$ cat src/rtl/fwet_pkg.sv
`default_nettype none

package fwet_pkg;

  // Wheel order: front right, front left, back right, back left
  localparam int WHEELS        = 4;
  localparam int COUNT_WIDTH   = 16;
  localparam int CMD_WIDTH     = 2;
  localparam int ELAPSED_WIDTH = 32;
  localparam int CPR_WIDTH     = 12;
  localparam int RPM_WIDTH     = 20;

  // Speed numerator scale: ms per minute times 16 (4 fraction bits)
  localparam int SCALE_WIDTH = 20;
  localparam logic [SCALE_WIDTH-1:0] SCALE = SCALE_WIDTH'(60000 * 16);

  // Numerator count*SCALE and denominator cpr*elapsed
  localparam int NUM_WIDTH = COUNT_WIDTH + SCALE_WIDTH;
  localparam int HI_WIDTH  = NUM_WIDTH - RPM_WIDTH;
  localparam int DEN_WIDTH = CPR_WIDTH + ELAPSED_WIDTH;

  localparam logic [CPR_WIDTH-1:0] CPR_RESET = CPR_WIDTH'(540);
  localparam logic [RPM_WIDTH-1:0] RPM_MAX   = '1;

  // Command codes
  localparam logic [CMD_WIDTH-1:0] CMD_TICK   = CMD_WIDTH'(0);
  localparam logic [CMD_WIDTH-1:0] CMD_SAMPLE = CMD_WIDTH'(1);
  localparam logic [CMD_WIDTH-1:0] CMD_UPDATE = CMD_WIDTH'(2);

  typedef logic [COUNT_WIDTH-1:0]    count_t;
  typedef count_t [WHEELS-1:0]       counts_t;
  typedef logic [RPM_WIDTH-1:0]      rpm_t;

  // Control from the top level to the edge counter
  typedef struct packed {
    logic tick;
    logic sample;
    logic clear;
  } cnt_ctrl_t;

  typedef struct packed {
    rpm_t [WHEELS-1:0] rpm;
    logic              no_time_elapsed;
  } result_t;

endpackage

`default_nettype wire

$ cat src/rtl/fwet_if.sv
`default_nettype none

// Input channel: one command item
interface fwet_in_if;
  logic                           valid;
  logic                           ready;
  logic [fwet_pkg::CMD_WIDTH-1:0] cmd;
  logic [fwet_pkg::WHEELS-1:0]    levels;

  modport source (output valid, output cmd, output levels, input ready);
  modport sink   (input valid, input cmd, input levels, output ready);
endinterface

// Output channel: one speed report item
interface fwet_out_if;
  logic                 valid;
  logic                 ready;
  logic [fwet_pkg::RPM_WIDTH-1:0] rpm_front_right;
  logic [fwet_pkg::RPM_WIDTH-1:0] rpm_front_left;
  logic [fwet_pkg::RPM_WIDTH-1:0] rpm_back_right;
  logic [fwet_pkg::RPM_WIDTH-1:0] rpm_back_left;
  logic                 no_time_elapsed;

  modport source (output valid, output rpm_front_right, output rpm_front_left,
                  output rpm_back_right, output rpm_back_left,
                  output no_time_elapsed, input ready);
  modport sink   (input valid, input rpm_front_right, input rpm_front_left,
                  input rpm_back_right, input rpm_back_left,
                  input no_time_elapsed, output ready);
endinterface

`default_nettype wire

$ cat src/rtl/fwet_counter.sv
`default_nettype none

module fwet_counter (
  input  logic                                clk_i,
  input  logic                                rst_ni,
  input  fwet_pkg::cnt_ctrl_t                 ctrl_i,
  input  logic [fwet_pkg::WHEELS-1:0]         levels_i,
  output fwet_pkg::counts_t                   counts_o,
  output logic [fwet_pkg::ELAPSED_WIDTH-1:0]  elapsed_o
);

  logic [fwet_pkg::WHEELS-1:0]        prev_q, prev_d;
  logic                               primed_q, primed_d;
  fwet_pkg::counts_t                  counts_q, counts_d;
  logic [fwet_pkg::ELAPSED_WIDTH-1:0] elapsed_q, elapsed_d;
  logic [fwet_pkg::WHEELS-1:0]        changed;

  assign changed = levels_i ^ prev_q;

  // Count ticks and line changes, clear on update
  always_comb begin
    prev_d    = prev_q;
    primed_d  = primed_q;
    counts_d  = counts_q;
    elapsed_d = elapsed_q;
    if (ctrl_i.clear) begin
      counts_d  = '0;
      elapsed_d = '0;
    end
    if (ctrl_i.tick && (elapsed_q != '1)) begin
      elapsed_d = elapsed_q + 1'b1;
    end
    if (ctrl_i.sample) begin
      if (primed_q) begin
        for (int w = 0; w < fwet_pkg::WHEELS; w++) begin
          if (changed[w] && (counts_q[w] != '1)) begin
            counts_d[w] = counts_q[w] + 1'b1;
          end
        end
      end
      prev_d   = levels_i;
      primed_d = 1'b1;
    end
  end

  always_ff @(posedge clk_i or negedge rst_ni) begin
    if (!rst_ni) begin
      prev_q    <= '0;
      primed_q  <= 1'b0;
      counts_q  <= '0;
      elapsed_q <= '0;
    end else begin
      prev_q    <= prev_d;
      primed_q  <= primed_d;
      counts_q  <= counts_d;
      elapsed_q <= elapsed_d;
    end
  end

  assign counts_o  = counts_q;
  assign elapsed_o = elapsed_q;

endmodule

`default_nettype wire

$ cat src/rtl/fwet_divider.sv
`default_nettype none

module fwet_divider (
  input  logic                                clk_i,
  input  logic                                rst_ni,
  input  logic                                start_i,
  input  fwet_pkg::counts_t                   counts_i,
  input  logic [fwet_pkg::ELAPSED_WIDTH-1:0]  elapsed_i,
  input  logic [fwet_pkg::CPR_WIDTH-1:0]      cpr_i,
  input  logic                                take_i,
  output logic                                busy_o,
  output logic                                done_o,
  output fwet_pkg::result_t                   result_o
);

  localparam int WheelIdxW = $clog2(fwet_pkg::WHEELS);
  localparam int MulCntW   = $clog2(fwet_pkg::CPR_WIDTH);
  localparam int DivCntW   = $clog2(fwet_pkg::RPM_WIDTH);
  localparam int DenW      = fwet_pkg::DEN_WIDTH;
  localparam int RpmW      = fwet_pkg::RPM_WIDTH;
  localparam int NumW      = fwet_pkg::NUM_WIDTH;
  localparam int HiW       = fwet_pkg::HI_WIDTH;

  localparam logic [2:0] S_IDLE = 3'd0;
  localparam logic [2:0] S_MUL  = 3'd1;
  localparam logic [2:0] S_NUM  = 3'd2;
  localparam logic [2:0] S_CHK  = 3'd3;
  localparam logic [2:0] S_DIV  = 3'd4;
  localparam logic [2:0] S_DONE = 3'd5;

  logic [2:0]                         state_q, state_d;
  fwet_pkg::counts_t                  counts_q, counts_d;
  logic [fwet_pkg::ELAPSED_WIDTH-1:0] elapsed_q, elapsed_d;
  logic [fwet_pkg::CPR_WIDTH-1:0]     cpr_sr_q, cpr_sr_d;
  logic [DenW-1:0]                    den_q, den_d;
  logic [MulCntW-1:0]                 mcnt_q, mcnt_d;
  logic [WheelIdxW-1:0]               wheel_q, wheel_d;
  logic [NumW-1:0]                    num_q, num_d;
  logic [DenW-1:0]                    rem_q, rem_d;
  logic [RpmW-1:0]                    lo_q, lo_d;
  logic [RpmW-1:0]                    quot_q, quot_d;
  logic [DivCntW-1:0]                 dcnt_q, dcnt_d;
  fwet_pkg::rpm_t [fwet_pkg::WHEELS-1:0] res_q, res_d;
  logic                               zero_q, zero_d;

  logic [DenW:0]   trial;
  logic [DenW:0]   diff;
  logic            ge;
  logic            sat;
  logic            last_wheel;

  // One restoring division step: shift in the next numerator bit
  assign trial = {rem_q, lo_q[RpmW-1]};
  assign diff  = trial - {1'b0, den_q};
  assign ge    = (trial >= {1'b0, den_q});

  // Quotient reaches the limit when the upper numerator bits reach den
  assign sat        = ({{(DenW-HiW){1'b0}}, num_q[NumW-1:RpmW]} >= den_q);
  assign last_wheel = (wheel_q == WheelIdxW'(fwet_pkg::WHEELS - 1));

  always_comb begin
    state_d   = state_q;
    counts_d  = counts_q;
    elapsed_d = elapsed_q;
    cpr_sr_d  = cpr_sr_q;
    den_d     = den_q;
    mcnt_d    = mcnt_q;
    wheel_d   = wheel_q;
    num_d     = num_q;
    rem_d     = rem_q;
    lo_d      = lo_q;
    quot_d    = quot_q;
    dcnt_d    = dcnt_q;
    res_d     = res_q;
    zero_d    = zero_q;
    unique case (state_q)
      // Latch the snapshot; zero time skips straight to the report
      S_IDLE: begin
        if (start_i) begin
          counts_d  = counts_i;
          elapsed_d = elapsed_i;
          cpr_sr_d  = (cpr_i == '0) ? fwet_pkg::CPR_WIDTH'(1) : cpr_i;
          den_d     = '0;
          mcnt_d    = MulCntW'(fwet_pkg::CPR_WIDTH - 1);
          wheel_d   = '0;
          if (elapsed_i == '0) begin
            zero_d = 1'b1;
            for (int w = 0; w < fwet_pkg::WHEELS; w++) begin
              res_d[w] = fwet_pkg::RPM_MAX;
            end
            state_d = S_DONE;
          end else begin
            zero_d  = 1'b0;
            state_d = S_MUL;
          end
        end
      end
      // Shift-add cpr * elapsed, one cpr bit per cycle
      S_MUL: begin
        den_d    = (den_q << 1) +
                   (cpr_sr_q[fwet_pkg::CPR_WIDTH-1] ? DenW'(elapsed_q) : '0);
        cpr_sr_d = cpr_sr_q << 1;
        if (mcnt_q == '0) begin
          state_d = S_NUM;
        end else begin
          mcnt_d = mcnt_q - 1'b1;
        end
      end
      // Scale this wheel's count
      S_NUM: begin
        num_d   = NumW'(counts_q[wheel_q]) * NumW'(fwet_pkg::SCALE);
        state_d = S_CHK;
      end
      // Saturate early, else set up the remainder
      S_CHK: begin
        if (sat) begin
          res_d[wheel_q] = fwet_pkg::RPM_MAX;
          if (last_wheel) begin
            state_d = S_DONE;
          end else begin
            wheel_d = wheel_q + 1'b1;
            state_d = S_NUM;
          end
        end else begin
          rem_d   = DenW'(num_q[NumW-1:RpmW]);
          lo_d    = num_q[RpmW-1:0];
          dcnt_d  = DivCntW'(RpmW - 1);
          state_d = S_DIV;
        end
      end
      // One quotient bit per cycle
      S_DIV: begin
        rem_d  = ge ? diff[DenW-1:0] : trial[DenW-1:0];
        lo_d   = lo_q << 1;
        quot_d = {quot_q[RpmW-2:0], ge};
        if (dcnt_q == '0) begin
          res_d[wheel_q] = quot_d;
          if (last_wheel) begin
            state_d = S_DONE;
          end else begin
            wheel_d = wheel_q + 1'b1;
            state_d = S_NUM;
          end
        end else begin
          dcnt_d = dcnt_q - 1'b1;
        end
      end
      // Hold the report until the output register takes it
      S_DONE: begin
        if (take_i) begin
          state_d = S_IDLE;
        end
      end
      default: begin
        state_d = S_IDLE;
      end
    endcase
  end

  always_ff @(posedge clk_i or negedge rst_ni) begin
    if (!rst_ni) begin
      state_q <= S_IDLE;
    end else begin
      state_q <= state_d;
    end
  end

  always_ff @(posedge clk_i) begin
    counts_q  <= counts_d;
    elapsed_q <= elapsed_d;
    cpr_sr_q  <= cpr_sr_d;
    den_q     <= den_d;
    mcnt_q    <= mcnt_d;
    wheel_q   <= wheel_d;
    num_q     <= num_d;
    rem_q     <= rem_d;
    lo_q      <= lo_d;
    quot_q    <= quot_d;
    dcnt_q    <= dcnt_d;
    res_q     <= res_d;
    zero_q    <= zero_d;
  end

  assign busy_o                   = (state_q != S_IDLE);
  assign done_o                   = (state_q == S_DONE);
  assign result_o.rpm             = res_q;
  assign result_o.no_time_elapsed = zero_q;

endmodule

`default_nettype wire

$ cat src/rtl/four_wheel_encoder_tachometer.sv
// Four-wheel encoder tachometer.
// Input channel in_i carries one command item: a millisecond tick, a sample
// of the four encoder lines (bit0 front right .. bit3 back left), or an
// update. Ticks and samples give no output. An update snapshots the edge
// counts and elapsed time, clears both, and produces one item on out_o with
// each wheel's speed in RPM * 16. The update runs a serial cpr * elapsed
// multiply, then per wheel one scaling step, one saturation check and a
// bit-serial division (skipped when a wheel saturates), then loads the
// output register; with zero elapsed time it goes straight to loading the
// output register. in_i.ready stays low until the result has left the
// divider, so no new item is taken while an update is being computed.
// cfg_we_i/cfg_data_i write clicks_per_rev; write it only while idle.
// Reset clears counts, elapsed time, primed state and output valid, and
// loads clicks_per_rev with 540. A stalled receiver holds the result in
// the output register; ticks and samples keep being accepted meanwhile, and
// a second update finishes computing and then waits for the register.
`default_nettype none

module four_wheel_encoder_tachometer (
  input  logic                            clk_i,
  input  logic                            rst_ni,
  fwet_in_if.sink                         in_i,
  fwet_out_if.source                      out_o,
  input  logic                            cfg_we_i,
  input  logic [fwet_pkg::CPR_WIDTH-1:0]  cfg_data_i
);

  logic [fwet_pkg::CPR_WIDTH-1:0]     cpr_q;
  logic                               accept;
  logic                               busy;
  logic                               done;
  logic                               take;
  fwet_pkg::cnt_ctrl_t                ctrl;
  fwet_pkg::counts_t                  counts;
  logic [fwet_pkg::ELAPSED_WIDTH-1:0] elapsed;
  fwet_pkg::result_t                  result;
  logic                               out_valid_q, out_valid_d;
  fwet_pkg::result_t                  out_res_q;

  assign in_i.ready = !busy;
  assign accept     = in_i.valid && !busy;

  // Decode the command
  assign ctrl.tick   = accept && (in_i.cmd == fwet_pkg::CMD_TICK);
  assign ctrl.sample = accept && (in_i.cmd == fwet_pkg::CMD_SAMPLE);
  assign ctrl.clear  = accept && (in_i.cmd == fwet_pkg::CMD_UPDATE);

  // Hold clicks_per_rev
  always_ff @(posedge clk_i or negedge rst_ni) begin
    if (!rst_ni) begin
      cpr_q <= fwet_pkg::CPR_RESET;
    end else if (cfg_we_i) begin
      cpr_q <= cfg_data_i;
    end
  end

  fwet_counter u_counter (
    .clk_i     (clk_i),
    .rst_ni    (rst_ni),
    .ctrl_i    (ctrl),
    .levels_i  (in_i.levels),
    .counts_o  (counts),
    .elapsed_o (elapsed)
  );

  fwet_divider u_divider (
    .clk_i     (clk_i),
    .rst_ni    (rst_ni),
    .start_i   (ctrl.clear),
    .counts_i  (counts),
    .elapsed_i (elapsed),
    .cpr_i     (cpr_q),
    .take_i    (take),
    .busy_o    (busy),
    .done_o    (done),
    .result_o  (result)
  );

  // Output register: load a finished result once the slot is free
  assign take = done && (!out_valid_q || out_o.ready);

  always_comb begin
    out_valid_d = out_valid_q;
    if (take) begin
      out_valid_d = 1'b1;
    end else if (out_o.ready) begin
      out_valid_d = 1'b0;
    end
  end

  always_ff @(posedge clk_i or negedge rst_ni) begin
    if (!rst_ni) begin
      out_valid_q <= 1'b0;
    end else begin
      out_valid_q <= out_valid_d;
    end
  end

  always_ff @(posedge clk_i) begin
    if (take) begin
      out_res_q <= result;
    end
  end

  assign out_o.valid           = out_valid_q;
  assign out_o.rpm_front_right = out_res_q.rpm[0];
  assign out_o.rpm_front_left  = out_res_q.rpm[1];
  assign out_o.rpm_back_right  = out_res_q.rpm[2];
  assign out_o.rpm_back_left   = out_res_q.rpm[3];
  assign out_o.no_time_elapsed = out_res_q.no_time_elapsed;

endmodule

`default_nettype wire
$ cat src/flat_wrapper.sv
// flat-port wrapper written by rule: the top's interface ports become plain ports
module four_wheel_encoder_tachometer_flat 
  (clk_i, rst_ni, cfg_we_i, cfg_data_i, in_i_valid, in_i_cmd, in_i_levels, in_i_ready, out_o_valid, out_o_rpm_front_right, out_o_rpm_front_left, out_o_rpm_back_right, out_o_rpm_back_left, out_o_no_time_elapsed, out_o_ready);
  fwet_in_if in_i_i ();
  fwet_out_if out_o_i ();
  input  logic clk_i;
  input  logic rst_ni;
  input  logic cfg_we_i;
  input  logic [fwet_pkg::CPR_WIDTH-1:0] cfg_data_i;
  input wire logic [$bits(in_i_i.valid)-1:0] in_i_valid;
  input wire logic [$bits(in_i_i.cmd)-1:0] in_i_cmd;
  input wire logic [$bits(in_i_i.levels)-1:0] in_i_levels;
  output wire logic [$bits(in_i_i.ready)-1:0] in_i_ready;
  output wire logic [$bits(out_o_i.valid)-1:0] out_o_valid;
  output wire logic [$bits(out_o_i.rpm_front_right)-1:0] out_o_rpm_front_right;
  output wire logic [$bits(out_o_i.rpm_front_left)-1:0] out_o_rpm_front_left;
  output wire logic [$bits(out_o_i.rpm_back_right)-1:0] out_o_rpm_back_right;
  output wire logic [$bits(out_o_i.rpm_back_left)-1:0] out_o_rpm_back_left;
  output wire logic [$bits(out_o_i.no_time_elapsed)-1:0] out_o_no_time_elapsed;
  input wire logic [$bits(out_o_i.ready)-1:0] out_o_ready;
  assign in_i_i.valid = in_i_valid;
  assign in_i_i.cmd = in_i_cmd;
  assign in_i_i.levels = in_i_levels;
  assign in_i_ready = in_i_i.ready;
  assign out_o_valid = out_o_i.valid;
  assign out_o_rpm_front_right = out_o_i.rpm_front_right;
  assign out_o_rpm_front_left = out_o_i.rpm_front_left;
  assign out_o_rpm_back_right = out_o_i.rpm_back_right;
  assign out_o_rpm_back_left = out_o_i.rpm_back_left;
  assign out_o_no_time_elapsed = out_o_i.no_time_elapsed;
  assign out_o_i.ready = out_o_ready;
  four_wheel_encoder_tachometer u_core (.clk_i(clk_i), .rst_ni(rst_ni), .in_i(in_i_i), .out_o(out_o_i), .cfg_we_i(cfg_we_i), .cfg_data_i(cfg_data_i));
endmodule
$ cat config.mk
export PLATFORM = sky130hd
export DESIGN_NAME = four_wheel_encoder_tachometer_flat
export DESIGN_NICKNAME = d
export VERILOG_FILES = /design/src/rtl/fwet_pkg.sv /design/src/rtl/fwet_if.sv /design/src/rtl/fwet_counter.sv /design/src/rtl/fwet_divider.sv /design/src/rtl/four_wheel_encoder_tachometer.sv /design/src/flat_wrapper.sv
export SDC_FILE = /design/constraint.sdc
export NUM_CORES = 1
export LEC_CHECK = 0
export BUFFER_PORTS_ARGS = -buffer_cell sky130_fd_sc_hd__buf_2
export CORE_ASPECT_RATIO = 0.8
export CORE_UTILIZATION = 60
export CTS_BUF_LIST = sky130_fd_sc_hd__clkbuf_8
export DETAILED_ROUTE_END_ITERATION = 16
export HOLD_SLACK_MARGIN = 0.03
export PLACE_DENSITY = 0.85
export RECOVER_POWER = 50
export SLEW_MARGIN = 10
export SYNTH_ARGS = -nofsm -noshare
export SYNTH_HDL_FRONTEND = slang
export SYNTH_SLANG_ARGS = --single-unit
$ cat constraint.sdc
create_clock -name clk_i -period 11 [get_ports clk_i]
set_input_delay 1.1 -clock clk_i [delete_from_list [all_inputs] [get_ports clk_i]]
set_output_delay 1.1 -clock clk_i [all_outputs]
set_load 0.05 [all_outputs]
==> metrics, run 1 <==
outcome complete, but fails checks; failing checks max-capacitance violations, max-slew violations; CP Max Fanout 24; Hold Path Origin u_core.u_divider.result_o[29]; placed instance count 3185; fin util 67.0%; clock tree sinks 543; Post-synth EDFFs 426; Synth Flop Type edfxtp_1; post-detail-place hpwl 45600 µm; All-Layer GR Usage 27.2%; library cells used by synthesis 71; Cell Area, Synth 29100 µm²; CTS tree built; Starting Density 61.4%; io pins 106; Setup violations, final 0; worst reg2reg path depth 22; initial antenna violation count 0; Post-Syn Instances 2526; global route total overflow 0; type of destination of the critical path flop; Fin Setup TNS 0 ns; Synth Warn # 0; worst slew pin tran 4.56 ns; final WL 65900 µm; number of fill cells in the layout 3430; Num CTS Buffers 82; Detail Route Antenna Nets 0; Vias 20.5k; Die Span X 248 µm; routed len/inst 19.7 µm; Final Max Tran Viols 492; fin nets 2911; Clock transition at path regs 0.07 ns; PostCTS Resize Cnt 0; WP data arrival 7.83 ns; die area 49500 µm²; CTS Buffer Depth 3; Finished Layout Cells 3336; Final Hold Viols 0; RSZ-0062 raised after global routing false; latest clock arrival within the worst-skew pair 0.69 ns; Antenna diodes 0; syn avg cell area 11.5 µm²; Hold-fix buffers, CTS 0; GP Congestion 0.905; R2R setup slack 3.59 ns; synthesized flop and latch total 543; asr flop ratio synth 21.5%; number of buffers added on ports 105; multi-input logic area 12500 µm²; hold path cells 0; Reg-to-Reg End u_core.u_divider.num_q[35]; Pre-Repair DR Iteration Count 6; Clock Skews 0.0291 ns; wire length of the first global-routing pass 106000 µm; Root Driver clkbuf_8; largest net degree at the start of global routing 82; layout overhead on the synthesized area 9.15%; Setup crit start kind flop; WHS Endpoint u_core.out_o.rpm_front_left[8]; CTS H-tree depth 3; CP Data Required Time 11.42 ns; kind of critical path reg -> reg; Synth Net Count 2788; core box area 47400 µm²; Chip Height 199 µm; DRT iter0 DRCs 2138; Max-Cap Viols 9; Max-slew headroom -204%; Via density 6.16; minimum clock period 7.41 ns; reg2reg start u_core.u_divider.wheel_q[1]; Cell Rows 71; vias in the first global route 19.9k; layout cells sized above 1 7.44%; Post-route DRC 0; highest clock rate 135 MHz; register area share after synthesis 54.0%; post-route clock period utilization 67.4%; FF+latch area 15700 µm²; setup repair bufs after CTS 0; Hold WC Path Type reg -> reg
-- area by class of cell --
cell class / instances / area share (%)
timing repair buffer: 122 / 1.63
sequential: 543 / 49.4
clock inverter: 56 / 1.17
tap: 620 / 2.44
multi-input combinational: 1726 / 39.1
clock buffer: 95 / 4.11
inverter: 174 / 2.06
-- cell usage in the layout, fill, tap and decap left out, types with 42 or more instances in the layout --
master and instances:
o22a_1 80, edfxtp_1 426, a21o_1 61, and2_1 42, o21ai_0 134, inv_1 194
a21oi_1 146, xnor2_1 63, ha_1 176, nand3_1 75, clkbuf_1 91, dfrtp_1 113
fa_1 63, nand2_1 297, clkbuf_8 95, xor2_1 56, nor2_1 117
-- critical path, cell delays in order, from the launching register on --
cell	delay, ns
edfxtp_1	1.06
mux2_2	0.43
o21ai_0	0.36
fa_1	0.49
inv_1	0.09
fa_1	0.44
fa_1	0.51
inv_1	0.05
fa_1	0.48
fa_1	0.52
inv_1	0.05
ha_1	0.37
a21o_1	0.20
a21o_1	0.17
a21o_1	0.20
a211oi_1	0.30
o211a_1	0.22
nor3_1	0.06
a41o_1	0.27
o41ai_1	0.48
o21bai_1	0.11
a21oi_1	0.19
xnor2_1	0.09
-- synthesized netlist by cell type, types with 21 or more instances --
| master | instances | area (µm²) |
|---|---|---|
| a21oi_1 | 147 | 736 |
| nand2b_1 | 30 | 188 |
| nand4_1 | 32 | 200 |
| nor3_1 | 34 | 170 |
| clkbuf_1 | 62 | 233 |
| edfxtp_1 | 426 | 12800 |
| or3_1 | 29 | 181 |
| ha_1 | 176 | 2200 |
| nand3_1 | 75 | 375 |
| inv_1 | 173 | 649 |
| and2_1 | 44 | 275 |
| xnor2_1 | 63 | 552 |
| a21o_1 | 61 | 458 |
| xor2_1 | 56 | 490 |
| mux2i_1 | 21 | 210 |
| and3_1 | 34 | 213 |
| o21ai_0 | 135 | 676 |
| o22a_1 | 80 | 701 |
| nand2_1 | 298 | 1120 |
| fa_1 | 63 | 1260 |
| o21ai_1 | 35 | 175 |
| dfrtp_1 | 113 | 2830 |
| nor2_1 | 118 | 443 |
-- logic make-up after synthesis --
group | share of synthesized area, %
AND/OR/NAND/NOR | 12.3
XOR/XNOR | 3.58
buffers and inverters | 3.41
multiplexers | 2.58
flip-flops | 54.0
adder cells (fa/ha/maj) | 11.9
AO/OA/AOI/OAI | 12.3
-- how the worst max path moves through the flow --
stage                                           start                             end  slack (ns)  cells after the start
after CTS                 u_core.u_divider.wheel_q[1]      u_core.u_divider.num_q[35]        3.70                     22
after detailed placement  u_core.u_divider.wheel_q[1]      u_core.u_divider.num_q[35]        3.69                     22
after global placement    u_core.u_divider.wheel_q[1]      u_core.u_divider.num_q[35]        3.95                     22
final                     u_core.u_divider.wheel_q[1]      u_core.u_divider.num_q[35]        3.59                     22
after global routing      u_core.u_divider.state_q[2]  u_core.u_counter.elapsed_o[20]        3.18                      7
after floorplan           u_core.u_divider.wheel_q[0]      u_core.u_divider.num_q[35]        4.34                     23
-- registers in the layout (all words and copies together) (netlist names), 11 cells and up --
register and flops:
u_core.u_divider.den_q 44, u_core.u_counter.elapsed_o 32, u_core.u_divider.result_o 80, u_core.u_divider.elapsed_q 32
u_core.out_o.rpm_back_right 20, u_core.u_divider.counts_q 64, u_core.u_divider.rem_q 44, u_core.u_counter.counts_o 64
u_core.u_divider.num_q 27, u_core.u_divider.quot_q 19, u_core.cpr_q 12, u_core.u_divider.lo_q 11
u_core.out_o.rpm_back_left 20, u_core.u_divider.cpr_sr_q 12, u_core.out_o.rpm_front_left 20, u_core.out_o.rpm_front_right 20
-- per-stage QoR --
step	hold slack, ns	worst slack (ns)	instance area, µm²
floorplan	0.400	4.34	29100
global placement	0.436	3.95	30300
detailed placement	0.436	3.69	30300
CTS	0.422	3.70	32000
global route	0.463	3.18	31800
finish	0.457	3.59	31800
-- layer usage --
metal	GRT usage [%]	vias to the layer above	wire [µm]
li1	-	9462	-
met1	40.7	10091	29700
met2	41.5	864	29600
met3	4.27	119	5120
met4	7.59	0	1380
met5	0	-	0
Power of run 1 is left out: the tool's default activity adds up to more than one toggle a clock period on the data nets, which glitch-free logic cannot reach.
==> run 2, diff against run 1 <==
clock period = 7.2 ns   (was 11 ns; I/O delays follow)
==> metrics, run 2 (synthesis results as in run 1) <==
Via density 6.08 (-1.3%); type of destination of the critical path flop; All-Layer GR Usage 26.7% (-0.55 points); Max-slew headroom -182% (+23 points); outcome complete, but fails checks; die area 49500 µm² (unchanged); io pins 106 (unchanged); post-detail-place hpwl 45800 µm (+0.38%); Hold WC Path Type in -> reg; Buf+Inv Stages, Crit Path 5 (+2); clock tree sinks 543 (unchanged); multi-input logic area 12400 µm² (-0.14%); PostCTS Resize Cnt 0 (unchanged); CP dominant cell by count fa_1; Final Hold Viols 0 (unchanged); vias in the first global route 19.5k (-1.9%); Pre-Repair DR Iteration Count 6 (unchanged); WP data arrival 7.16 ns (-0.67 ns); latest clock arrival within the worst-skew pair 0.69 ns (about the same); Clock Skews 0.0279 ns (-0.00119 ns); largest net degree at the start of global routing 101 (+23%); CP Data Required Time 7.62 ns (-3.80 ns); Num CTS Buffers 84 (+2.4%); highest-count cells in the layout ignoring fill and taps edfxtp_1, nand2_1, inv_1; core box area 47400 µm² (unchanged); placed instance count 3189 (+0.13%); CTS H-tree depth 3 (unchanged); layout overhead on the synthesized area 9.06% (about the same); Detail Route Antenna Nets 0 (unchanged); GP Congestion 0.921 (+1.8%); Finished Layout Cells 3345 (+0.27%); Die Span X 248 µm (unchanged); Starting Density 61.4% (unchanged); Largest register FFs 80 (unchanged); initial antenna violation count 1 (+1); Chip Height 199 µm (unchanged); Max-Cap Viols 9 (unchanged); critical path's slowest cell mux4_2; leading cell type in the layout, fill and taps excluded edfxtp_1; Cell Rows 71 (unchanged); Setup violations, final 0 (unchanged); Placed Area 30300 µm² (about the same); final instance area 31800 µm² (about the same); Clock transition at path regs 0.06 ns (about the same); Vias 20.3k (-1.0%); setup repair bufs after CTS 0 (unchanged); CTS tree built; post-route clock period utilization 93.6% (+26 points); failing checks max-capacitance violations, max-slew violations; number of fill cells in the layout 3461 (+0.90%); global route total overflow 0 (unchanged); kind of critical path reg -> reg; final WL 64800 µm (-1.7%); Post-route DRC 0 (unchanged); Hold-fix buffers, CTS 0 (unchanged); highest clock rate 148 MHz (+9.9%); layout cells sized above 1 7.23% (-0.21 points); Setup crit start kind flop; number of buffers added on ports 105 (unchanged); Final Max Tran Viols 448 (-8.9%); CTS Buffer Depth 3 (unchanged); Root Driver clkbuf_8; Crit path max-delay family adder cells; fin nets 2917 (+0.21%); Slowest Stage Delay on Critical Path 0.61 ns (-0.45 ns); RSZ-0062 raised after global routing false; DRT iter0 DRCs 1875 (-12%); CP Max Fanout 6 (-75%); Fin Setup TNS 0 ns (unchanged); routed len/inst 19.4 µm (-1.9%); fin util 67.0% (about the same); FF+latch area 15700 µm² (unchanged); worst slew pin tran 4.22 ns (-0.341 ns); wire length of the first global-routing pass 104000 µm (-2.0%); minimum clock period 6.74 ns (-0.669 ns); CP Cell Sequence buf_4 -> mux4_2 -> inv_1 -> fa_1 -> inv_1 -> fa_1 -> fa_1 -> inv_1 -> fa_1 -> fa_1 -> inv_1 -> ha_1 -> a21o_1 -> a21o_1 -> a21o_1 -> a211oi_1 -> o211a_1 -> nor3_1 -> a41o_1 -> o41ai_1 -> o21bai_1 -> a21oi_1 -> xnor2_1
## run 2: final timing paths
| path | slack [ns] | from | end | cells past startpoint |
|---|---|---|---|---|
| worst max register to register | 0.46 | u_core.u_divider.wheel_q[0] | u_core.u_divider.num_q[35] | 23 |
| min in group asynchronous | 0.89 | rst_ni | u_core.cpr_q[0] | 1 |
| worst min-delay path | 0.27 | cfg_data_i[10] | u_core.cpr_q[10] | 2 |
| worst min register to register | 0.44 | u_core.u_divider.result_o[54] | u_core.out_o.rpm_back_right[13] | 0 |
| worst max-delay path | 0.46 | u_core.u_divider.wheel_q[0] | u_core.u_divider.num_q[35] | 23 |
| max in group asynchronous | 1.68 | rst_ni | u_core.u_counter.counts_o[54] | 2 |
## run 2: cell type report
class | count | share of cell area [%]
tap | 620 | 2.44
multi-input combinational | 1726 | 39.1
inverter | 174 | 2.06
clock buffer | 96 | 4.16
clock inverter | 59 | 1.01
sequential | 543 | 49.5
antenna | 1 | 0.00787
timing repair buffer | 126 | 1.73
## run 2: metal layers
layer  vias up  GRT usage [%]  routed length [µm]
met5         -              0                   0
met4         0           6.64                1130
met3        97           5.65                5670
met2       844           39.9               28600
met1      9910           39.8               29300
li1       9479              -                   -
## run 2: worst reg2reg max path, cell delays in order (launching register included)
cell and delay, ns:
edfxtp_1 0.42, buf_4 0.22, mux4_2 0.61, inv_1 0.16, fa_1 0.40, inv_1 0.08
fa_1 0.44, fa_1 0.52, inv_1 0.05, fa_1 0.48, fa_1 0.51, inv_1 0.04
ha_1 0.37, a21o_1 0.21, a21o_1 0.17, a21o_1 0.20, a211oi_1 0.28, o211a_1 0.22
nor3_1 0.06, a41o_1 0.26, o41ai_1 0.40, o21bai_1 0.11, a21oi_1 0.19, xnor2_1 0.08
## run 2: stage by stage
stage	worst slack, ns	hold WS [ns]
finish	0.460	0.266
global route	0.155	0.221
CTS	0.423	0.0377
detailed placement	0.441	0.437
global placement	0.566	0.437
floorplan	0.535	0.400
Power of run 2 is left out for the same reason.
